$ cat config.mk
export PLATFORM = sky130hd
export DESIGN_NAME = vcls_front
export DESIGN_NICKNAME = d
export VERILOG_FILES = /design/src/design/video_codec_level_select_core_defines.svh /design/src/design/vcls_pkg.sv /design/src/design/vcls_front.sv
export SDC_FILE = /design/constraint.sdc
export NUM_CORES = 2
export LEC_CHECK = 0
export ABC_AREA = 1
export ABC_CLOCK_PERIOD_IN_PS = 5900
export BUFFER_PORTS_ARGS = -buffer_cell sky130_fd_sc_hd__buf_2
export CAP_MARGIN = 20
export CORE_MARGIN = 2
export CORE_UTILIZATION = 50
export DETAILED_ROUTE_END_ITERATION = 16
export GPL_TIMING_DRIVEN = 0
export PLACE_DENSITY = 0.71
export SLEW_MARGIN = 20
export SYNTH_ARGS = -nofsm -noshare
export SYNTH_HDL_FRONTEND = slang
export SYNTH_SLANG_ARGS = --single-unit
$ cat constraint.sdc
create_clock -name clk -period 5.9 [get_ports clk]
set_clock_uncertainty 0.1 [all_clocks]
set_input_delay 0.295 -clock clk [delete_from_list [all_inputs] [get_ports clk]]
set_output_delay 0.295 -clock clk [all_outputs]
set_load 0.03 [all_outputs]
$ cat src/design/video_codec_level_select_core_defines.svh
// assertion macros for the level select core
`ifndef VIDEO_CODEC_LEVEL_SELECT_CORE_DEFINES_SVH
`define VIDEO_CODEC_LEVEL_SELECT_CORE_DEFINES_SVH

`ifndef ASSERT_OFF
`define VCLS_ASSERT_IMPL(label, ante, cons) \
    label: assert property (@(posedge clk) disable iff (!rst_n) (ante) |-> (cons)) \
        else $error("assertion failed");
`define VCLS_ASSERT_NEXT(label, ante, cons) \
    label: assert property (@(posedge clk) disable iff (!rst_n) (ante) |=> (cons)) \
        else $error("assertion failed");
`else
`define VCLS_ASSERT_IMPL(label, ante, cons)
`define VCLS_ASSERT_NEXT(label, ante, cons)
`endif

`endif

$ cat src/design/vcls_pkg.sv
package vcls_pkg;

    localparam int AVC_LEVELS  = 15;
    localparam int HEVC_LEVELS = 13;

    localparam logic [1:0] CODEC_SELECT_ADDR = 2'd0;

    localparam logic [5:0] AVC_TOP_CODE  = 6'd52;
    localparam logic [5:0] HEVC_TOP_CODE = 6'd62;

    localparam logic [5:0] AVC_CODE [AVC_LEVELS] = '{
        6'd10, 6'd11, 6'd12, 6'd13, 6'd20, 6'd21, 6'd22, 6'd30,
        6'd31, 6'd32, 6'd41, 6'd42, 6'd50, 6'd51, 6'd52
    };
    localparam logic [31:0] AVC_SAMPLES [AVC_LEVELS] = '{
        32'd25344, 32'd101376, 32'd101376, 32'd101376, 32'd101376,
        32'd202752, 32'd414720, 32'd414720, 32'd921600, 32'd1310720,
        32'd2097152, 32'd2228224, 32'd5652480, 32'd9437184, 32'd9437184
    };
    localparam logic [31:0] AVC_RATE [AVC_LEVELS] = '{
        32'd380160, 32'd768000, 32'd1536000, 32'd3041280, 32'd3041280,
        32'd5068800, 32'd5184000, 32'd10368000, 32'd27648000, 32'd55296000,
        32'd62914560, 32'd133693440, 32'd150994944, 32'd251658240, 32'd530841600
    };

    localparam logic [5:0] HEVC_CODE [HEVC_LEVELS] = '{
        6'd10, 6'd20, 6'd21, 6'd30, 6'd31, 6'd40, 6'd41,
        6'd50, 6'd51, 6'd52, 6'd60, 6'd61, 6'd62
    };
    localparam logic [31:0] HEVC_SAMPLES [HEVC_LEVELS] = '{
        32'd36864, 32'd122880, 32'd245760, 32'd552960, 32'd983040,
        32'd2228224, 32'd2228224, 32'd8912896, 32'd8912896, 32'd8912896,
        32'd35651584, 32'd35651584, 32'd35651584
    };
    localparam logic [31:0] HEVC_RATE [HEVC_LEVELS] = '{
        32'd552960, 32'd3686400, 32'd7372800, 32'd16588800, 32'd33177600,
        32'd66846720, 32'd133693440, 32'd267386880, 32'd534773760,
        32'd1069547520, 32'd1069547520, 32'd2139095040, 32'd4278190080
    };

    typedef struct packed {
        logic        valid;
        logic        sat;
        logic [31:0] rem;
        logic [31:0] word;
        logic [31:0] den;
        logic [31:0] samples;
    } div_stage_t;

    typedef struct packed {
        logic [5:0] code;
        logic       exceeds;
    } level_result_t;

    // rate is quo rounded up by round_up, saturated when sat
    function automatic logic level_fits(
        logic [31:0] samples, logic [31:0] quo, logic round_up, logic sat,
        logic [31:0] max_samples, logic [31:0] max_rate
    );
        logic rate_ok;
        rate_ok = round_up ? (quo < max_rate) : (quo <= max_rate);
        return (samples <= max_samples) && !sat && rate_ok;
    endfunction

    function automatic level_result_t pick_level(
        logic hevc, logic [31:0] samples, logic [31:0] quo, logic round_up, logic sat
    );
        level_result_t res;
        res.code    = hevc ? HEVC_TOP_CODE : AVC_TOP_CODE;
        res.exceeds = 1'b1;
        if (hevc)
        begin
            for (int i = HEVC_LEVELS - 1; i >= 0; i--)
            begin
                if (level_fits(samples, quo, round_up, sat, HEVC_SAMPLES[i], HEVC_RATE[i]))
                begin
                    res.code    = HEVC_CODE[i];
                    res.exceeds = 1'b0;
                end
            end
        end
        else
        begin
            for (int i = AVC_LEVELS - 1; i >= 0; i--)
            begin
                if (level_fits(samples, quo, round_up, sat, AVC_SAMPLES[i], AVC_RATE[i]))
                begin
                    res.code    = AVC_CODE[i];
                    res.exceeds = 1'b0;
                end
            end
        end
        return res;
    endfunction

endpackage

$ cat src/design/vcls_front.sv
module vcls_front
(
    input  logic                clk,
    input  logic                rst_n,
    input  logic                en,
    input  logic                load,
    input  logic [15:0]         frame_width,
    input  logic [15:0]         frame_height,
    input  logic [31:0]         rate_numerator,
    input  logic [31:0]         rate_denominator,
    output vcls_pkg::div_stage_t stage_out
);

    logic        s1_valid_reg;
    logic        s2_valid_reg;
    logic        s3_valid_reg;
    logic [31:0] s1_samples_reg;
    logic [31:0] s1_num_reg;
    logic [31:0] s1_den_reg;
    logic [63:0] s2_prod_reg;
    logic [31:0] s2_samples_reg;
    logic [31:0] s2_den_reg;
    logic        s3_sat_reg;
    logic [31:0] s3_rem_reg;
    logic [31:0] s3_word_reg;
    logic [31:0] s3_den_reg;
    logic [31:0] s3_samples_reg;

    always_ff @(posedge clk or negedge rst_n)
    begin
        if (!rst_n)
        begin
            s1_valid_reg <= 1'b0;
            s2_valid_reg <= 1'b0;
            s3_valid_reg <= 1'b0;
        end
        else if (en)
        begin
            s1_valid_reg <= load;
            s2_valid_reg <= s1_valid_reg;
            s3_valid_reg <= s2_valid_reg;
        end
    end

    // picture size, then full 64-bit product, then overflow check
    always_ff @(posedge clk)
    begin
        if (en)
        begin
            s1_samples_reg <= 32'(frame_width) * 32'(frame_height);
            s1_num_reg     <= rate_numerator;
            s1_den_reg     <= rate_denominator;
            s2_prod_reg    <= 64'(s1_samples_reg) * 64'(s1_num_reg);
            s2_samples_reg <= s1_samples_reg;
            s2_den_reg     <= s1_den_reg;
            s3_sat_reg     <= (s2_den_reg == 32'd0) || (s2_prod_reg[63:32] >= s2_den_reg);
            s3_rem_reg     <= s2_prod_reg[63:32];
            s3_word_reg    <= s2_prod_reg[31:0];
            s3_den_reg     <= s2_den_reg;
            s3_samples_reg <= s2_samples_reg;
        end
    end

    always_comb
    begin
        stage_out.valid   = s3_valid_reg;
        stage_out.sat     = s3_sat_reg;
        stage_out.rem     = s3_rem_reg;
        stage_out.word    = s3_word_reg;
        stage_out.den     = s3_den_reg;
        stage_out.samples = s3_samples_reg;
    end

endmodule

**Word-level counts from Yosys, hierarchy flattened**

Cells that the tools add are included.

- Register bits: 356
- Latch bits: 0
- RAM bits: 0
- ROM bits: 0
- Word-level logic and storage cells: 19
- Memories kept: 0

- $add $sub $neg: 0
- Multiply operators: 2
- Divide/modulo/power cells: 0
- Magnitude comparators: 1
- Eq/ne operators: 0
- Shifts and indexed selects: 0
- Mux-type cells: 0
- Bitwise logic cells: 0
- Reductions and logical operators: 2

Operators by type and width:

| operator | number |
|---|---|
| multiplier 32 x 32 -> 64 bit | 1 |
| >= comparator 32 bit | 1 |
| zero test 32 bit | 1 |
| multiplier 16 x 16 -> 32 bit | 1 |
| logical OR 1 bit | 1 |

**Depth between registers and ports, before layout**

- Word-level depth: 2
- Depth in mapped cells: 30
- Mapped depth without buffers: 29

**Least setup slack after synthesis**

OpenSTA, ideal clock, no wires.

- Path type: flip-flop to flip-flop
- From: reg s1_samples_reg[31]
- To: reg s2_prod_reg[61], data pin
- Setup time: 0.252 ns
- Data arrival time: 6.065 ns
- Required time: 5.548 ns
- Setup slack: -0.517 ns
- Stages on the path, launching flop included: 27
- Path buffers: 1
- Clock period less this slack: 6.417 ns
- Cell sequence: edfxtp_1 -> clkbuf_1 -> nand2_1 -> fa_1 -> inv_1 -> fa_1 -> fa_1 -> inv_1 -> fa_1 -> inv_1 -> fa_1 -> fa_1 -> fa_1 -> inv_1 -> fa_1 -> inv_1 -> ha_1 -> nand2_1 -> inv_1 -> a21oi_1 -> nand2_1 -> nand2_1 -> nand2_1 -> a21oi_1 -> nand2_1 -> nand2_1 -> nand2_1

- Longest elaborated chain between the ends: 1

Ends and longest elaborated chain:

| item | line | text |
|---|---|---|
| from (decl) | vcls_front.sv:17 | `logic [31:0] s1_samples_reg;` |
| from (signal assigned) | vcls_front.sv:50 | `s1_samples_reg <= 32'(frame_width) * 32'(frame_height);` |
| multiplier 32 x 32 -> 64 bit | vcls_front.sv:53 | `s2_prod_reg <= 64'(s1_samples_reg) * 64'(s1_num_reg);` |
| to (signal assigned) | vcls_front.sv:53 |  |
| to (decl) | vcls_front.sv:20 | `logic [63:0] s2_prod_reg;` |

Every way passes these cells.
A chain may end at the register's enable or synchronous reset.

**Worst setup path in the final report**

- From: reg s1_num_reg[15]
- To: reg s2_prod_reg[39], data pin

- Longest elaborated chain between the ends: 1

Ends and longest elaborated chain:

| item | line | text |
|---|---|---|
| from (decl) | vcls_front.sv:18 | `logic [31:0] s1_num_reg;` |
| from (signal assigned) | vcls_front.sv:51 | `s1_num_reg <= rate_numerator;` |
| multiplier 32 x 32 -> 64 bit | vcls_front.sv:53 |  |

Every way passes these cells.

==> run summary <==
The global routing usage on met3 came out at 0.0896. TritonCTS built the clock tree. The net count after synthesis is 8,245. The share of cell area taken by muxes after synthesis came out at 0.000199. The most numerous cell type found on the critical path is fa_2.

The worst hold path belongs to the class in2reg. The number of setup violations in the final report came out at 56. The max-cap violation count is 0. Routability-driven placement finished with a final weighted congestion of 1.05. The remaining max-slew budget at the tightest pin came out at 0.371. At the end of the flow, the number of nets in the layout was 8,767. The hold slack came out at 0.0638 ns. The number of antenna violations at the first check in global routing came out at 5. The number of distinct standard cells referenced by the synthesized netlist is 32. The insertion delay of the later-clocked pin in the worst-skew pair came out at 0.66 ns. The max-slew violation count is 0. In the finished design, the share of the clock period the worst path needs comes to 1.18. The post-synthesis compound-gate area fraction came out at 0.0135.

The post-synthesis to final-layout area growth came out at 19.4%. Of the total synthesized cell area, the portion taken by full adders, half adders and majority gates is 0.475. The combined area of all synthesized cells came out at 56,500 um2. The final reports fail on setup timing. The number of vias per cell came out at 5.23.

The worst setup path is captured at a flip-flop. Dividing the detail-routed wire length by the instance count gives 22.9 um. In the final layout, the share of cells above drive strength 1 is 0.172. The run finished, with violations left. The clock passes through at most 3 buffers. The detail route stage leaves a number of antenna-violating nets equal to 0. Counting flops and latches in the post-synthesis netlist gives 356. The cell family contributing the most delay on the critical path is adder cells. The count of boundary I/O pins came out at 230. The largest family of logic cells by synthesized area is adder cells. The number of H-tree levels came out at 2. Of the synthesized area, sequential elements account for 0.189. The sum of overflow across all layers after global routing is 0. The arrival time at the worst endpoint came out at 7.21 ns. The transition time at the pin with the least slew margin came out at 0.943 ns.

The via count of the first global-routing pass came out at 47,200. The global-route met1 utilization came out at 0.466. The met2 usage in global routing is 0.535. The CTS sink count is 356. The synthesized instance count came out at 6,656. For this design, the slowest cell found on the critical path is fa_2. The largest net degree at the start of global routing came out at 100. The die height is 340 um.

The register clock-pin slew on the reported worst setup and hold paths came out at 0.06 ns. The floorplan step defined a die boundary enclosing 116,000 um2. Clock tree synthesis selected as its root buffer the cell clkbuf_16. The floorplan die width came out at 340 um.

The first global-routing pass estimated 296,000 um of wire. The detailed-routing iteration count for the pre-antenna-repair pass is 6. For the worst setup path, the data required time is 6.15 ns. The core area came out at 112,000 um2.

Setup repair after global routing could not meet its margin everywhere. Across every metal layer, demand over resource in global routing totals 0.352. The starting density of the core is 0.503. The average instance area after synthesis came out at 8.49 um2. The number of flip-flops under the largest register name came out at 64. The final HPWL from detailed placement came out at 162,000 um. The area share of xor/xnor cells in the synthesized design came out at 0.00915. The time the final worst path needs with I/O delays and setup came out at 6.96 ns. The post-detailed-route DRC marker count is 0.

The number of failing hold endpoints at the final stage is 0. Counting the buffers created by CTS gives 41. The highest clock rate is 144 MHz. Of all nets on the critical path, the largest fanout is 10. The worst setup path is launched from a flip-flop.

The number of filler instances in the final layout came out at 9,751. The critical path contains buffers and inverters numbering 7 combined. The critical path class is reg2reg. The total detailed-routing wirelength is 199,000 um. The critical path's largest stage delay came out at 0.63 ns. The total number of yosys warnings came out at 0. Walking the worst path, the cells encountered are buf_4 > clkbuf_16 > nand2_1 > inv_1 > fa_2 > fa_1 > inv_2 > fa_2 > fa_1 > inv_2 > fa_2 > fa_2 > fa_2 > fa_2 > ha_4 > nand2_4 > nor2_4 > inv_4 > nor2_4 > buf_4 > nand3_2 > nand3_1 > nand2_2.

The layer with the highest usage after global routing is met2. The worst setup slack after layout is -1.06 ns. The number of port buffers is 197. The number of placement rows came out at 123. The simple-gate share of the synthesized area is 0.157. The first routing iteration left 4,716 violations. The total vias in the final route came out at 45,600.
-- cell usage after synthesis --
cell / number / area (um2)
o21ai_0: 26 / 130
nand4_1: 30 / 188
o211ai_1: 2 / 15.0
nand2_2: 10 / 62.6
or2_2: 1 / 6.26
mux2_2: 1 / 11.3
nand3_2: 5 / 50.1
ha_1: 399 / 4990
nor3_1: 16 / 80.1
nor3_4: 2 / 32.5
nor2_2: 12 / 75.1
clkbuf_1: 256 / 961
nor2_1: 134 / 503
inv_1: 2094 / 7860
a21oi_1: 93 / 465
nand2_1: 1943 / 7290
a21o_1: 4 / 30.0
edfxtp_1: 353 / 10600
inv_2: 8 / 30.0
o21a_1: 2 / 15.0
nor2_4: 6 / 67.6
and2_1: 1 / 6.26
xor2_1: 50 / 438
nor3_2: 5 / 50.1
xnor2_1: 9 / 78.8
o21bai_1: 14 / 105
dfrtp_1: 3 / 75.1
buf_4: 2 / 15.0
fa_1: 1090 / 21800
nand3b_1: 2 / 15.0
nand3_1: 79 / 395
nor4_1: 4 / 25.0
-- final timing paths --
path                                  from               to  slack, ns  cells past startpoint
setup / recovery            s1_num_reg[15]  s2_prod_reg[39]      -1.06                     23
hold / removal                          en     s2_valid_reg       0.06                      3
setup reg to reg            s1_num_reg[15]  s2_prod_reg[39]      -1.06                     23
hold reg to reg            s2_prod_reg[12]  s3_word_reg[12]       0.32                      0
max in group asynchronous            rst_n     s2_valid_reg       5.07                      3
min in group asynchronous            rst_n     s3_valid_reg       0.48                      3
-- through the flow --
stage                     area, um2  setup TNS (ns)   util  instances  setup WS, ns
after floorplan               57400          -10.28      -       6656        -0.294
after global placement        60300         -383.47  0.537       8353         -2.04
after detailed placement      60400          -97.91  0.538       8357         -1.97
after CTS                     66500          -40.50  0.592       8662        -0.981
after global routing          67500          -52.94  0.600       8709         -1.21
final                         67500          -44.61  0.601       8714         -1.06
-- layout by cell type (no fill, tap or decap), drive strengths merged, types with 3 or more instances in the layout --
| master | netlist | layout |
|---|---|---|
| nor3 | 23 | 23 |
| o21bai | 14 | 14 |
| xor2 | 50 | 50 |
| nand4 | 30 | 30 |
| xnor2 | 9 | 9 |
| a21oi | 93 | 93 |
| nand3 | 84 | 84 |
| bufinv | 0 | 3 |
| edfxtp | 353 | 353 |
| clkbuf | 256 | 271 |
| ha | 399 | 399 |
| clkinv | 0 | 20 |
| inv | 2102 | 2106 |
| buf | 2 | 444 |
| nor2 | 152 | 152 |
| o21ai | 26 | 26 |
| dfrtp | 3 | 3 |
| a21o | 4 | 4 |
| fa | 1090 | 1090 |
| diode | 0 | 6 |
| nand2 | 1953 | 1953 |
| nor4 | 4 | 4 |
| dlygate4sd3 | 0 | 67 |
-- metal layers --
metal	wire, um	vias up
met5	67	-
met4	13400	4
met3	23200	581
met2	86400	2591
met1	76300	22600
li1	-	19900
-- tightest hold or removal path: cells and delay by family --
family          cells  cell delay (ns)
buf+inv             1             0.22
simple gates        1             0.16
compound gates      1             0.04
-- cells by family after synthesis --
family | count (synthesis)
buf+inv | 2360
simple gates | 2250
fa+ha+maj | 1489
flops | 356
compound gates | 141
xor+xnor | 59
mux | 1
-- timing repair --
item                                   4_1_cts  5_1_grt
gates resized for setup                    697      221
endpoints found under the hold margin       68        0
gates cloned                                 2        0
hold buffers                                67        0
buffers inserted                           165       48
setup endpoints to repair                   54       73
pin swaps                                  197      115
-- final cells by class --
class / count / area [um2] / area share
Clock buffer: 45 / 1040 / 0.0154
Buffer: 255 / 2630 / 0.0390
Sequential cell: 356 / 10700 / 0.158
Timing Repair Buffer: 482 / 3660 / 0.0542
Antenna cell: 6 / 15.0 / 0.000223
Inverter: 2102 / 7900 / 0.117
Tap cell: 1500 / 1880 / 0.0278
Multi-Input combinational cell: 3940 / 39400 / 0.584
Clock inverter: 28 / 288 / 0.00427
Power is left out: the tool's default activity adds up to more than one toggle a clock period on the data nets, which glitch-free logic cannot reach.
