## config.mk

```make
export PLATFORM = sky130hd
export DESIGN_NAME = vcls_div_cell
export DESIGN_NICKNAME = d
export VERILOG_FILES = /design/src/design/video_codec_level_select_core_defines.svh /design/src/design/vcls_pkg.sv /design/src/design/vcls_div_cell.sv
export SDC_FILE = /design/constraint.sdc
export NUM_CORES = 1
export LEC_CHECK = 0
export ABC_CLOCK_PERIOD_IN_PS = 1100
export BUFFER_PORTS_ARGS = -buffer_cell sky130_fd_sc_hd__buf_2
export CORE_MARGIN = 1.5
export CORE_UTILIZATION = 52
export CTS_CLUSTER_SIZE = 25
export DETAILED_ROUTE_END_ITERATION = 10
export PLACE_DENSITY_LB_ADDON = 0.08
export SYNTH_ARGS = -nofsm -noshare
export SYNTH_HDL_FRONTEND = slang
export SYNTH_SLANG_ARGS = --single-unit
export TNS_END_PERCENT = 30
```

## constraint.sdc

```tcl
create_clock -name clk -period 1.1 [get_ports clk]
set_input_delay 0.165 -clock clk [delete_from_list [all_inputs] [get_ports clk]]
set_output_delay 0.165 -clock clk [all_outputs]
set_load 0.1 [all_outputs]
```

## src/design/video_codec_level_select_core_defines.svh

```systemverilog
// assertion macros for the level select core
`ifndef VIDEO_CODEC_LEVEL_SELECT_CORE_DEFINES_SVH
`define VIDEO_CODEC_LEVEL_SELECT_CORE_DEFINES_SVH

`ifndef ASSERT_OFF
`define VCLS_ASSERT_IMPL(label, ante, cons) \
    label: assert property (@(posedge clk) disable iff (!rst_n) (ante) |-> (cons)) \
        else $error("assertion failed");
`define VCLS_ASSERT_NEXT(label, ante, cons) \
    label: assert property (@(posedge clk) disable iff (!rst_n) (ante) |=> (cons)) \
        else $error("assertion failed");
`else
`define VCLS_ASSERT_IMPL(label, ante, cons)
`define VCLS_ASSERT_NEXT(label, ante, cons)
`endif

`endif

```

## src/design/vcls_pkg.sv

```systemverilog
package vcls_pkg;

    localparam int AVC_LEVELS  = 15;
    localparam int HEVC_LEVELS = 13;

    localparam logic [1:0] CODEC_SELECT_ADDR = 2'd0;

    localparam logic [5:0] AVC_TOP_CODE  = 6'd52;
    localparam logic [5:0] HEVC_TOP_CODE = 6'd62;

    localparam logic [5:0] AVC_CODE [AVC_LEVELS] = '{
        6'd10, 6'd11, 6'd12, 6'd13, 6'd20, 6'd21, 6'd22, 6'd30,
        6'd31, 6'd32, 6'd41, 6'd42, 6'd50, 6'd51, 6'd52
    };
    localparam logic [31:0] AVC_SAMPLES [AVC_LEVELS] = '{
        32'd25344, 32'd101376, 32'd101376, 32'd101376, 32'd101376,
        32'd202752, 32'd414720, 32'd414720, 32'd921600, 32'd1310720,
        32'd2097152, 32'd2228224, 32'd5652480, 32'd9437184, 32'd9437184
    };
    localparam logic [31:0] AVC_RATE [AVC_LEVELS] = '{
        32'd380160, 32'd768000, 32'd1536000, 32'd3041280, 32'd3041280,
        32'd5068800, 32'd5184000, 32'd10368000, 32'd27648000, 32'd55296000,
        32'd62914560, 32'd133693440, 32'd150994944, 32'd251658240, 32'd530841600
    };

    localparam logic [5:0] HEVC_CODE [HEVC_LEVELS] = '{
        6'd10, 6'd20, 6'd21, 6'd30, 6'd31, 6'd40, 6'd41,
        6'd50, 6'd51, 6'd52, 6'd60, 6'd61, 6'd62
    };
    localparam logic [31:0] HEVC_SAMPLES [HEVC_LEVELS] = '{
        32'd36864, 32'd122880, 32'd245760, 32'd552960, 32'd983040,
        32'd2228224, 32'd2228224, 32'd8912896, 32'd8912896, 32'd8912896,
        32'd35651584, 32'd35651584, 32'd35651584
    };
    localparam logic [31:0] HEVC_RATE [HEVC_LEVELS] = '{
        32'd552960, 32'd3686400, 32'd7372800, 32'd16588800, 32'd33177600,
        32'd66846720, 32'd133693440, 32'd267386880, 32'd534773760,
        32'd1069547520, 32'd1069547520, 32'd2139095040, 32'd4278190080
    };

    typedef struct packed {
        logic        valid;
        logic        sat;
        logic [31:0] rem;
        logic [31:0] word;
        logic [31:0] den;
        logic [31:0] samples;
    } div_stage_t;

    typedef struct packed {
        logic [5:0] code;
        logic       exceeds;
    } level_result_t;

    // rate is quo rounded up by round_up, saturated when sat
    function automatic logic level_fits(
        logic [31:0] samples, logic [31:0] quo, logic round_up, logic sat,
        logic [31:0] max_samples, logic [31:0] max_rate
    );
        logic rate_ok;
        rate_ok = round_up ? (quo < max_rate) : (quo <= max_rate);
        return (samples <= max_samples) && !sat && rate_ok;
    endfunction

    function automatic level_result_t pick_level(
        logic hevc, logic [31:0] samples, logic [31:0] quo, logic round_up, logic sat
    );
        level_result_t res;
        res.code    = hevc ? HEVC_TOP_CODE : AVC_TOP_CODE;
        res.exceeds = 1'b1;
        if (hevc)
        begin
            for (int i = HEVC_LEVELS - 1; i >= 0; i--)
            begin
                if (level_fits(samples, quo, round_up, sat, HEVC_SAMPLES[i], HEVC_RATE[i]))
                begin
                    res.code    = HEVC_CODE[i];
                    res.exceeds = 1'b0;
                end
            end
        end
        else
        begin
            for (int i = AVC_LEVELS - 1; i >= 0; i--)
            begin
                if (level_fits(samples, quo, round_up, sat, AVC_SAMPLES[i], AVC_RATE[i]))
                begin
                    res.code    = AVC_CODE[i];
                    res.exceeds = 1'b0;
                end
            end
        end
        return res;
    endfunction

endpackage

```

## src/design/vcls_div_cell.sv

```systemverilog
module vcls_div_cell
(
    input  logic                 clk,
    input  logic                 rst_n,
    input  logic                 en,
    input  vcls_pkg::div_stage_t stage_in,
    output vcls_pkg::div_stage_t stage_out
);

    logic        valid_reg;
    logic        sat_reg;
    logic [31:0] rem_reg;
    logic [31:0] word_reg;
    logic [31:0] den_reg;
    logic [31:0] samples_reg;
    logic [32:0] trial;
    logic [31:0] diff;
    logic        fits;
    logic [31:0] rem_next;
    logic [31:0] word_next;

    // one restoring division step, quotient bit shifts into the low word
    always_comb
    begin
        trial     = {stage_in.rem, stage_in.word[31]};
        diff      = trial[31:0] - stage_in.den;
        fits      = trial >= {1'b0, stage_in.den};
        rem_next  = fits ? diff : trial[31:0];
        word_next = {stage_in.word[30:0], fits};
    end

    always_ff @(posedge clk or negedge rst_n)
    begin
        if (!rst_n)
        begin
            valid_reg <= 1'b0;
        end
        else if (en)
        begin
            valid_reg <= stage_in.valid;
        end
    end

    always_ff @(posedge clk)
    begin
        if (en)
        begin
            sat_reg     <= stage_in.sat;
            rem_reg     <= rem_next;
            word_reg    <= word_next;
            den_reg     <= stage_in.den;
            samples_reg <= stage_in.samples;
        end
    end

    always_comb
    begin
        stage_out.valid   = valid_reg;
        stage_out.sat     = sat_reg;
        stage_out.rem     = rem_reg;
        stage_out.word    = word_reg;
        stage_out.den     = den_reg;
        stage_out.samples = samples_reg;
    end

endmodule

```

==> results of run 1 <==
through the flow:
| stage | std cells | hold WS, ns | cell area (um^2) | worst slack [ns] |
|---|---|---|---|---|
| after detailed placement | 962 | -0.05761 | 10360 | -1.969 |
| after floorplan | 478 | -0.1306 | 6300 | -1.723 |
| after global placement | 962 | -0.05872 | 10360 | -1.830 |
synth_stat cells (7+ instances only):
library cell  count
a21o_1           12
xnor2_1          15
buf_2             8
o21ai_0          16
nor2_1           35
nand2_1          26
a21oi_1          56
nand4_1           8
nand3_1           8
mux2_2            7
xor2_1           12
ha_1             32
inv_1            38
edfxtp_1        129
cells by family after synthesis:
family	Yosys count
AOI/OAI and AO/OA	119
xor gates and xnor gates	27
adders and majority gates	33
DFF	130
muxes	12
buffers and inverters	58
and+or+nand+nor	99
==> impl_metrics.tcl, run 1 <==
set metrics [dict create \
    outcome "stopped before the end" \
    yosys.area.top_type_share 0.6315 \
    lastStage "clock tree synthesis (4_1_cts)" \
    initial_utilization 0.5350 \
    synthXorXnorAreaFrac 0.03855 \
    synth_nets 644 \
    ys_seq_elements 130 \
    synth_enable_flop_cells 129 \
    ys_types 49 \
    io_pins 263 \
    clock_sinks 130 \
    cts_buffer_depth 2 \
    yosysSeqAreaShare 0.6355 \
    netlist_instances 478 \
    portBuffers 262 \
    synthArstFlopShare 0.007692 \
    tool.error "[ERROR DPL-0038] Utilization greater than 100%, impossible to legalize" \
    std_cell_rows 39 \
    synth-compound-area-share 0.1193 \
    ys.flop_type "edfxtp_1" \
    synthAdderAreaFrac 0.06853 \
    avgSynthCellArea_um2 12.83 \
    synth_top_family_by_area "compound AO/OA/AOI/OAI gates" \
    cts_made_buffers 17 \
    gp_congestion 0.9031 \
    synthMuxAreaShare 0.02182 \
    yosysTopAreaCell "edfxtp_1" \
    cts_root_buf "clkbuf_16" \
    cts_htree_levels 4 \
    fp.dieW_um 111.6 \
    syn-cell-area_mm2 0.006135 \
    cts_hold_buf 96 \
    post_cts_buffers 32 \
    die_h_um 111.6 \
    synth-simple-area-share 0.07587 \
    cts_resized 108 \
    ys_warn_count 0 \
    place_hpwl_um 18070 \
    synth.area.top_cells "edfxtp_1, ha_1, a21oi_1" \
]
==> run 2, diff against run 1 <==
--- a/config.mk
+++ b/config.mk
@@ -8,10 +8,9 @@
 export ABC_CLOCK_PERIOD_IN_PS = 1100
 export BUFFER_PORTS_ARGS = -buffer_cell sky130_fd_sc_hd__buf_2
 export CORE_MARGIN = 1.5
-export CORE_UTILIZATION = 52
-export CTS_CLUSTER_SIZE = 25
+export CORE_UTILIZATION = 40
 export DETAILED_ROUTE_END_ITERATION = 10
-export PLACE_DENSITY_LB_ADDON = 0.08
+export PLACE_DENSITY_LB_ADDON = 0.15
 export SYNTH_ARGS = -nofsm -noshare
 export SYNTH_HDL_FRONTEND = slang
 export SYNTH_SLANG_ARGS = --single-unit
==> run 2 against run 1 <==
  * Synthesized cell count unchanged
  * The flow now finishes, with violations (negative setup slack)
  * Area after synthesis unchanged
==> impl_metrics.tcl, run 2 <==
set metrics [dict create \
    io_pins 263 \
    end_kind "flip-flop" \
    drc_errors 0 \
    clkTransAtPathRegs_ns 0.06 \
    vias_per_cell 5.062 \
    yosys-top-cells-count "edfxtp_1, a21oi_1, inv_1" \
    crit_arrival_ns 2.61 \
    crit_end "rem_reg[10]$_DFFE_PP_" \
    drive_above_1_share 0.4922 \
    core_mm2 0.01509 \
    cts_root_buf "clkbuf_16" \
    die_area_mm2 0.01609 \
    cts_buffer_depth 2 \
    grt_max_degree 28 \
    finalSetupTns_ns -55.04 \
    cts_made_buffers 17 \
    hp-class "input port to async pin" \
    synth_nets 644 \
    ir_worst_vdd_mv 1.264 \
    yosys.area.top_type_share 0.6315 \
    grt_pass1_vias 6194 \
    insertion_delay_ns 0.43 \
    slew_viol_final 0 \
    wl_per_cell_um 19.86 \
    slew_headroom 0.7690 \
    track_usage 0.2943 \
    clock_sinks 130 \
    place_inst 1017 \
    final_cell_mix "buf_12, edfxtp_1, buf_2" \
    netlist_instances 478 \
    num_vias 5842 \
    final_common_cell "buf_12" \
    place_hpwl_um 14840 \
    layout_setup_ws_ns -1.338 \
    portBuffers 262 \
    leakage_nw 5.473 \
    timing.fmax_mhz 410.2 \
    criticalPathCategory "input port to flip-flop" \
    cts_htree_levels 4 \
    violations "negative setup slack" \
    cts_tree "yes" \
    finalSetupViolations 163 \
    rr_startpoint "valid_reg$_DFFE_PN0P_" \
    grt_remaining_overflow 0 \
    cp-start-kind "input port" \
    use_met2 0.5214 \
    yosysSeqAreaShare 0.6355 \
    finalHoldViolations 0 \
    syn-cell-area_mm2 0.006135 \
    tightest_slew_ns 0.3454 \
    crit_fanout 5 \
    ys_warn_count 0 \
    antenna_left 0 \
    fp.dieW_um 126.8 \
    synthArstFlopShare 0.007692 \
    final_nets 1119 \
    grt_first_pass_wirelength_um 35200 \
    use_met3 0.08773 \
    ys.flop_type "edfxtp_1" \
    std_cell_rows 45 \
    die_h_um 126.8 \
    final_cells 1154 \
    yosysTopAreaCell "edfxtp_1" \
    area_growth_pct 104.5 \
    gp_congestion 0.9315 \
    timing.rr.end "valid_reg$_DFFE_PN0P_" \
    skew_ns 0 \
    drt_iter0_markers 341 \
    synth.area.top_cells "edfxtp_1, ha_1, a21oi_1" \
    grtUsageMet1 0.3275 \
    antenna_found_initial 2 \
    ys_seq_elements 130 \
    synth_enable_flop_cells 129 \
    required_ns 1.28 \
    r2r_cells 1 \
    startpoint "stage_in[50]" \
    totalWireLength_um 22920 \
    initial_utilization 0.4066 \
    outcome "complete, but fails checks" \
    synth.most_common_cell "edfxtp_1" \
    fin_crit_sh 2.216 \
    grt.busiest_layer "met2" \
    ys_types 49 \
    period_minus_slack_ns 2.438 \
    rsz0062_at_grt "true" \
    powerDensity_mw_per_mm2 1663 \
    drt_pre_antenna_iters 5 \
    max_cap_viol_count 0 \
    rrSetupSlack_ns 0.28 \
    avgSynthCellArea_um2 12.83 \
]
## run 2: kinds of logic after synthesis
logic type / Yosys count / synth area share
muxes: 12 / 0.02182
AOI/OAI and AO/OA: 119 / 0.1193
adders and majority gates: 33 / 0.06853
xor gates and xnor gates: 27 / 0.03855
DFF: 130 / 0.6355
buffers and inverters: 58 / 0.04038
and+or+nand+nor: 99 / 0.07587
## run 2: cell type report
cell class              count  area, um^2
clock inverters            12       155.1
clock buffers              19       432.9
multi-input cells         290        2338
diodes                      1       2.502
repair buffers            476        5325
inverters                  38       157.7
flip-flops and latches    130        3899
fillers                   789        2544
well taps                 188       235.2
## run 2: where the power goes
part | internal, W | switching, W
combinational | 0.00339 | 0.00516
clock | 0.00356 | 0.00224
sequential | 0.00608 | 0.000429
## run 2: what timing repair did
item	4_1_cts	5_1_grt
pin swaps	22	19
endpoints found under the hold margin	98	0
setup endpoints to repair	163	163
hold buffers	98	0
buffers inserted	7	1
resized for setup	68	30
## run 2: critical path, cell delays in order
cell	delay, ns
buf_6	0.08
inv_2	0.04
ha_4	0.26
nand4_1	0.15
or4_1	0.56
a21oi_2	0.13
nor3_2	0.07
a211oi_2	0.27
o21ai_2	0.11
o31ai_4	0.22
buf_6	0.15
buf_12	0.12
mux2_4	0.30
## run 2: through the flow
stage                     power, W    util  hold WS (ns)  worst slack, ns  cell area, um^2
after global placement     0.01433  0.6954      -0.05983           -1.854            10490
after global routing       0.02144  0.8313       0.02771           -1.460            12540
after CTS                  0.02078  0.8235       0.03126           -1.370            12430
after detailed placement   0.01441  0.6954      -0.05300           -1.977            10490
final                      0.02086  0.8314       0.03683           -1.338            12550
after floorplan            0.01108       -       -0.1306           -1.723             6300
## run 2: worst min-delay path by stage
stage / endpoint / slack [ns] / cells past startpoint
2_1_floorplan: valid_reg$_DFFE_PN0P_ / -0.13 / 0
3_3_place_gp: valid_reg$_DFFE_PN0P_ / -0.06 / 1
3_5_place_dp: valid_reg$_DFFE_PN0P_ / -0.05 / 1
4_1_cts: rem_reg[7]$_DFFE_PP_ / 0.03 / 2
5_1_grt: valid_reg$_DFFE_PN0P_ / 0.03 / 2
6_report: valid_reg$_DFFE_PN0P_ / 0.04 / 2
## run 2: layer usage
metal | up-vias | routed length (um)
met5 | - | 11
met4 | 2 | 699
met3 | 47 | 1769
met2 | 256 | 11960
met1 | 2808 | 8483
li1 | 2729 | -
Power figures use the tool's default switching activity.
==> run 3, diff against run 2 <==
--- a/config.mk
+++ b/config.mk
@@ -5,7 +5,7 @@
 export SDC_FILE = /design/constraint.sdc
 export NUM_CORES = 1
 export LEC_CHECK = 0
-export ABC_CLOCK_PERIOD_IN_PS = 1100
+export ABC_CLOCK_PERIOD_IN_PS = 3030
 export BUFFER_PORTS_ARGS = -buffer_cell sky130_fd_sc_hd__buf_2
 export CORE_MARGIN = 1.5
 export CORE_UTILIZATION = 40
==> constraint.sdc (replaced) <==
create_clock -name clk -period 3.03 [get_ports clk]
set_input_delay 0.4545 -clock clk [delete_from_list [all_inputs] [get_ports clk]]
set_output_delay 0.4545 -clock clk [all_outputs]
set_load 0.1 [all_outputs]
==> run 3 against run 2 <==
  * The run now ends clean
  * Register-to-register slack gained 2.0 ns
  * First-iteration DRC count decreased by 28%
  * Power fell by 68%
  * Global-route usage down 9.3 points
  * Critical path depth is 1 lower
==> impl_metrics.tcl, run 3 (synthesis gave the netlist of run 2 again) <==
set metrics [dict create \
    outcome "finished, final reports clean" \
    grt_first_pass_wirelength_um 24830 \
    cts_root_buf "clkbuf_16" \
    hp-class "input port to flip-flop" \
    clkTransAtPathRegs_ns 0.06 \
    num_vias 4926 \
    tightest_slew_ns 0.7117 \
    total_power_w 0.006677 \
    skew_ns 0 \
    crit_fanout 3 \
    drt_iter0_markers 245 \
    rsz0062_at_grt "false" \
    initial_utilization 0.4066 \
    leakage_nw 3.974 \
    powerDensity_mw_per_mm2 756.5 \
    criticalPathCategory "input port to flip-flop" \
    crit_slowest_cell "fa_1" \
    slew_headroom 0.5256 \
    dp_slack_ns -0.3342 \
    track_usage 0.2009 \
    drt_pre_antenna_iters 5 \
    final_common_cell "buf_2" \
    place_hpwl_um 12590 \
    insertion_delay_ns 0.42 \
    crit_family "compound AO/OA/AOI/OAI gates" \
    io_pins 263 \
    wl_per_cell_um 16.32 \
    grt_max_degree 77 \
    grt_pass1_vias 4943 \
    portBuffers 262 \
    rr_startpoint "valid_reg$_DFFE_PN0P_" \
    max_cap_viol_count 0 \
    place_inst 968 \
    min_from "stage_in[91]" \
    cp-start-kind "input port" \
    totalWireLength_um 16330 \
    die_area_mm2 0.01609 \
    antenna_found_initial 3 \
    std_cell_rows 45 \
    core_mm2 0.01509 \
    utilization 0.5850 \
    required_ns 3.20 \
    cts_buffer_depth 2 \
    final_cells 1001 \
    gp_congestion 0.9001 \
    diodes 0 \
    period_minus_slack_ns 2.884 \
    layout_setup_ws_ns 0.1458 \
    final_nets 966 \
    drc_errors 0 \
    die_h_um 126.8 \
    crit_path_frequent_cell "a21oi_1" \
    timing.fmax_mhz 346.7 \
    vias_per_cell 4.921 \
    clock_sinks 130 \
    antenna_left 0 \
    finalSetupViolations 0 \
    crit_arrival_ns 3.05 \
    area_growth_pct 43.89 \
    ir_worst_vdd_mv 0.3933 \
    fp.dieW_um 126.8 \
    final_cell_mix "buf_2, edfxtp_1, buf_4" \
    fin_crit_sh 0.9519 \
    cts_made_buffers 17 \
    finalHoldViolations 0 \
    slew_viol_final 0 \
    path_buf_inv 1 \
    fin_hold_ws_ns 0.2081 \
    worst_path_largest_cell_delay_ns 0.40 \
    cts_tree "yes" \
    startpoint "stage_in[32]" \
    cts_htree_levels 4 \
    path_cells "buf_2 -> ha_1 -> fa_1 -> nand2b_1 -> a21oi_1 -> o21ai_1 -> o311a_1 -> a31oi_2 -> a21oi_1 -> o41ai_2 -> xor2_1 -> mux2_4" \
    grt_remaining_overflow 0 \
    end_kind "flip-flop" \
    drive_above_1_share 0.4711 \
]
-- run 3: cell count changes in the layout (fill, tap and decap cells not counted), moves of 5 or more --
| cell | previous run | this run |
|---|---|---|
| dlygate4sd3_1 | 98 | 1 |
| buf_12 | 134 | 2 |
| a21oi_1 | 41 | 55 |
| mux2_4 | 10 | 4 |
| buf_2 | 116 | 261 |
| a21oi_2 | 14 | 1 |
| clkinv_4 | 1 | 6 |
| buf_4 | 100 | 58 |
| buf_6 | 24 | 1 |
| mux2_2 | 1 | 7 |
-- run 3: power breakdown --
| part | leakage [nW] | switching (W) | internal [W] |
|---|---|---|---|
| Sequential | 1.27 | 0.0000416 | 0.00219 |
| Combinational | 2.39 | 0.00175 | 0.000487 |
| Clock | 0.308 | 0.000814 | 0.00139 |
-- run 3: metal layers --
metal,track usage,part of all wire,up-vias
met5,0,0.0022,-
met4,0.07152,0.015,6
met3,0.06242,0.066,26
met2,0.3504,0.50,190
met1,0.2337,0.41,2287
li1,-,-,2417
-- run 3: through the flow --
stage | setup TNS, ns | area [um^2]
4_1_cts | 0 | 8821
3_3_place_gp | -3.425 | 8174
2_1_floorplan | -0.3325 | 6300
6_report | 0 | 8827
3_5_place_dp | -4.779 | 8174
5_1_grt | 0 | 8827
-- run 3: area by class of cell --
type	instances	area [um^2]
Tap cell	188	235.2
Multi-Input combinational cell	290	2103
Clock buffer	18	429.2
Clock inverter	14	207.7
Timing Repair Buffer	323	1803
Sequential cell	130	3899
Fill cell	1293	6262
Inverter	38	150.1
-- run 3: worst paths after layout --
kind                            cells after the start  slack, ns                     end
worst max-delay path                               12       0.15   rem_reg[30]$_DFFE_PP_
worst min-delay path                                1       0.21  word_reg[28]$_DFFE_PP_
worst max register to register                      1       2.29   valid_reg$_DFFE_PN0P_
worst min register to register                      1       0.51   valid_reg$_DFFE_PN0P_
max in group asynchronous                           2       2.58   valid_reg$_DFFE_PN0P_
min in group asynchronous                           2       0.36   valid_reg$_DFFE_PN0P_
-- run 3: what timing repair did --
action                                  4_1_cts  5_1_grt
hold buffers                                  1        0
endpoints found under the setup margin        0        2
endpoints found under the hold margin         1        0
gates resized for setup                       0        2
buffers inserted                              0        0
==> run 4, diff against run 3 <==
--- a/config.mk
+++ b/config.mk
@@ -5,7 +5,7 @@
 export SDC_FILE = /design/constraint.sdc
 export NUM_CORES = 1
 export LEC_CHECK = 0
-export ABC_CLOCK_PERIOD_IN_PS = 3030
+export ABC_CLOCK_PERIOD_IN_PS = 2900
 export BUFFER_PORTS_ARGS = -buffer_cell sky130_fd_sc_hd__buf_2
 export CORE_MARGIN = 1.5
 export CORE_UTILIZATION = 40
==> constraint.sdc (replaced) <==
create_clock -name clk -period 2.9 [get_ports clk]
set_input_delay 0.435 -clock clk [delete_from_list [all_inputs] [get_ports clk]]
set_output_delay 0.435 -clock clk [all_outputs]
set_load 0.1 [all_outputs]
==> run 4 against run 3 <==
  * Highest routed layer unchanged
  * Hold slack lost 0.016 ns
  * Final cell count grew 0.90%
  * Critical endpoint is now rem_reg[4]$_DFFE_PP_
  * Largest cell class unchanged
  * Via count is 0.59% higher
  * Routed wire length fell by 0.38%
  * Design area grew 0.58%
  * Clock-buffer cell count decreased by 1
  * Sequential cell count stayed put
  * Largest power group is now combinational logic
==> impl_metrics.tcl, run 4 (synthesis gave the netlist of run 2 again) <==
set metrics [dict create \
    crit_slowest_cell "or4_4" \
    num_vias 4955 \
    vias_per_cell 4.906 \
    drive_above_1_share 0.4854 \
    drc_errors 0 \
    crit_arrival_ns 2.92 \
    antenna_found_initial 2 \
    timing.fmax_mhz 362.4 \
    final_common_cell "buf_2" \
    slew_viol_final 0 \
    end_kind "flip-flop" \
    die_area_mm2 0.01609 \
    totalWireLength_um 16270 \
    clock_sinks 130 \
    min_from "stage_in[4]" \
    startpoint "stage_in[50]" \
    final_cell_mix "buf_2, edfxtp_1, buf_4" \
    grt_first_pass_wirelength_um 24730 \
    io_pins 263 \
    cts_htree_levels 4 \
    diodes 0 \
    layout_setup_ws_ns 0.1403 \
    finalHoldViolations 0 \
    die_h_um 126.8 \
    final_cells 1010 \
    cts_tree "yes" \
    finalSetupTns_ns 0 \
    ir_worst_vdd_mv 0.3841 \
    place_inst 973 \
    area_growth_pct 44.73 \
    path_cells "buf_2 -> inv_1 -> ha_1 -> nand4_1 -> or4_4 -> a21oi_2 -> nor3_2 -> a211oi_2 -> o21ai_2 -> o31ai_4 -> buf_6 -> mux2_2" \
    required_ns 3.07 \
    power.switching_w 0.002718 \
    cts_made_buffers 17 \
    period_minus_slack_ns 2.760 \
    insertion_delay_ns 0.41 \
    grt_remaining_overflow 0 \
    drt_iter0_markers 298 \
    grt_pass1_vias 4852 \
    dp_slack_ns -0.4410 \
    crit_fanout 10 \
    finalSetupViolations 0 \
    tightest_slew_ns 0.5903 \
    place_hpwl_um 12700 \
    portBuffers 262 \
    track_usage 0.2004 \
    fin_crit_sh 0.9516 \
    internal-power_w 0.004005 \
    clkPwrFrac 0.301 \
    hp-class "input port to flip-flop" \
    core_mm2 0.01509 \
    fillers 1332 \
    antenna_left 0 \
    dpl_cell_area_mm2 0.008199 \
    gp_congestion 0.8495 \
    worst_path_largest_cell_delay_ns 0.52 \
    p_seq_frac 0.348 \
    outcome "finished, final reports clean" \
    power.share.switching 0.4043 \
    rr_startpoint "valid_reg$_DFFE_PN0P_" \
    finish.instance_area_mm2 0.008879 \
    powerDensity_mw_per_mm2 757.1 \
    wl_per_cell_um 16.11 \
    grt_max_degree 56 \
    cts_root_buf "clkbuf_16" \
    initial_utilization 0.4066 \
    criticalPathCategory "input port to flip-flop" \
    rrSetupSlack_ns 2.16 \
    cts_buffer_depth 2 \
    clkTransAtPathRegs_ns 0.06 \
    max_cap_viol_count 0 \
    fp.dieW_um 126.8 \
    std_cell_rows 45 \
    pwr-share-comb 0.351 \
    cp-start-kind "input port" \
    slew_headroom 0.6047 \
    final_nets 976 \
    skew_ns 0 \
    drt_pre_antenna_iters 5 \
    leakage_nw 3.983 \
]
run 4: area by class of cell:
| class | instances | area (um^2) | share of cell area |
|---|---|---|---|
| Timing Repair Buffer | 333 | 1877 | 0.2114 |
| Inverter | 38 | 150.1 | 0.01691 |
| Clock buffer | 17 | 425.4 | 0.04791 |
| Tap cell | 188 | 235.2 | 0.02649 |
| Multi-Input combinational cell | 290 | 2158 | 0.2431 |
| Sequential cell | 130 | 3899 | 0.4391 |
| Clock inverter | 14 | 133.9 | 0.01508 |
run 4: power groups by stage:
stage | Combinational [W] | Clock, W | Sequential (W)
after detailed placement | 0.00233 | 0 | 0.00238
after floorplan | 0.000497 | 0 | 0.00371
after global placement | 0.00232 | 0 | 0.00237
after global routing | 0.00247 | 0.00214 | 0.00235
final | 0.00236 | 0.00202 | 0.00234
after CTS | 0.00234 | 0.00207 | 0.00234
run 4: final timing paths:
| kind | to | cells past startpoint |
|---|---|---|
| worst max-delay path | rem_reg[4]$_DFFE_PP_ | 12 |
| worst min-delay path | samples_reg[4]$_DFFE_PP_ | 1 |
| worst max register to register | valid_reg$_DFFE_PN0P_ | 1 |
| worst min register to register | valid_reg$_DFFE_PN0P_ | 1 |
| max in group asynchronous | valid_reg$_DFFE_PN0P_ | 2 |
| min in group asynchronous | valid_reg$_DFFE_PN0P_ | 2 |
run 4: through the flow:
step                      hold WS [ns]  utilization  total power [W]
after floorplan                 0.1394            -         0.004203
after global placement          0.2101       0.5434         0.004699
after detailed placement        0.2117       0.5434         0.004712
after CTS                       0.1696       0.5811         0.006752
after global routing            0.1753       0.5884         0.006968
final                           0.1924       0.5884         0.006722
run 4: worst max-delay path, delay by kind of cell:
kind	cells	cell delay (ns)
AOI/OAI and AO/OA	4	0.73
adders and majority gates	1	0.30
buffers and inverters	3	0.32
muxes	1	0.34
and+or+nand+nor	3	0.79
run 4: routing by layer:
layer,global-route usage,wire (um)
met2,0.3363,8043
met3,0.06453,1267
met4,0.07353,212
met5,0,23
met1,0.2422,6724
run 4: timing repair:
action / CTS / global route
hold endpoints to repair: 1 / 0
setup buffers: 0 / 5
resized for setup: 0 / 15
hold buffers: 1 / 0
setup endpoints to repair: 0 / 17
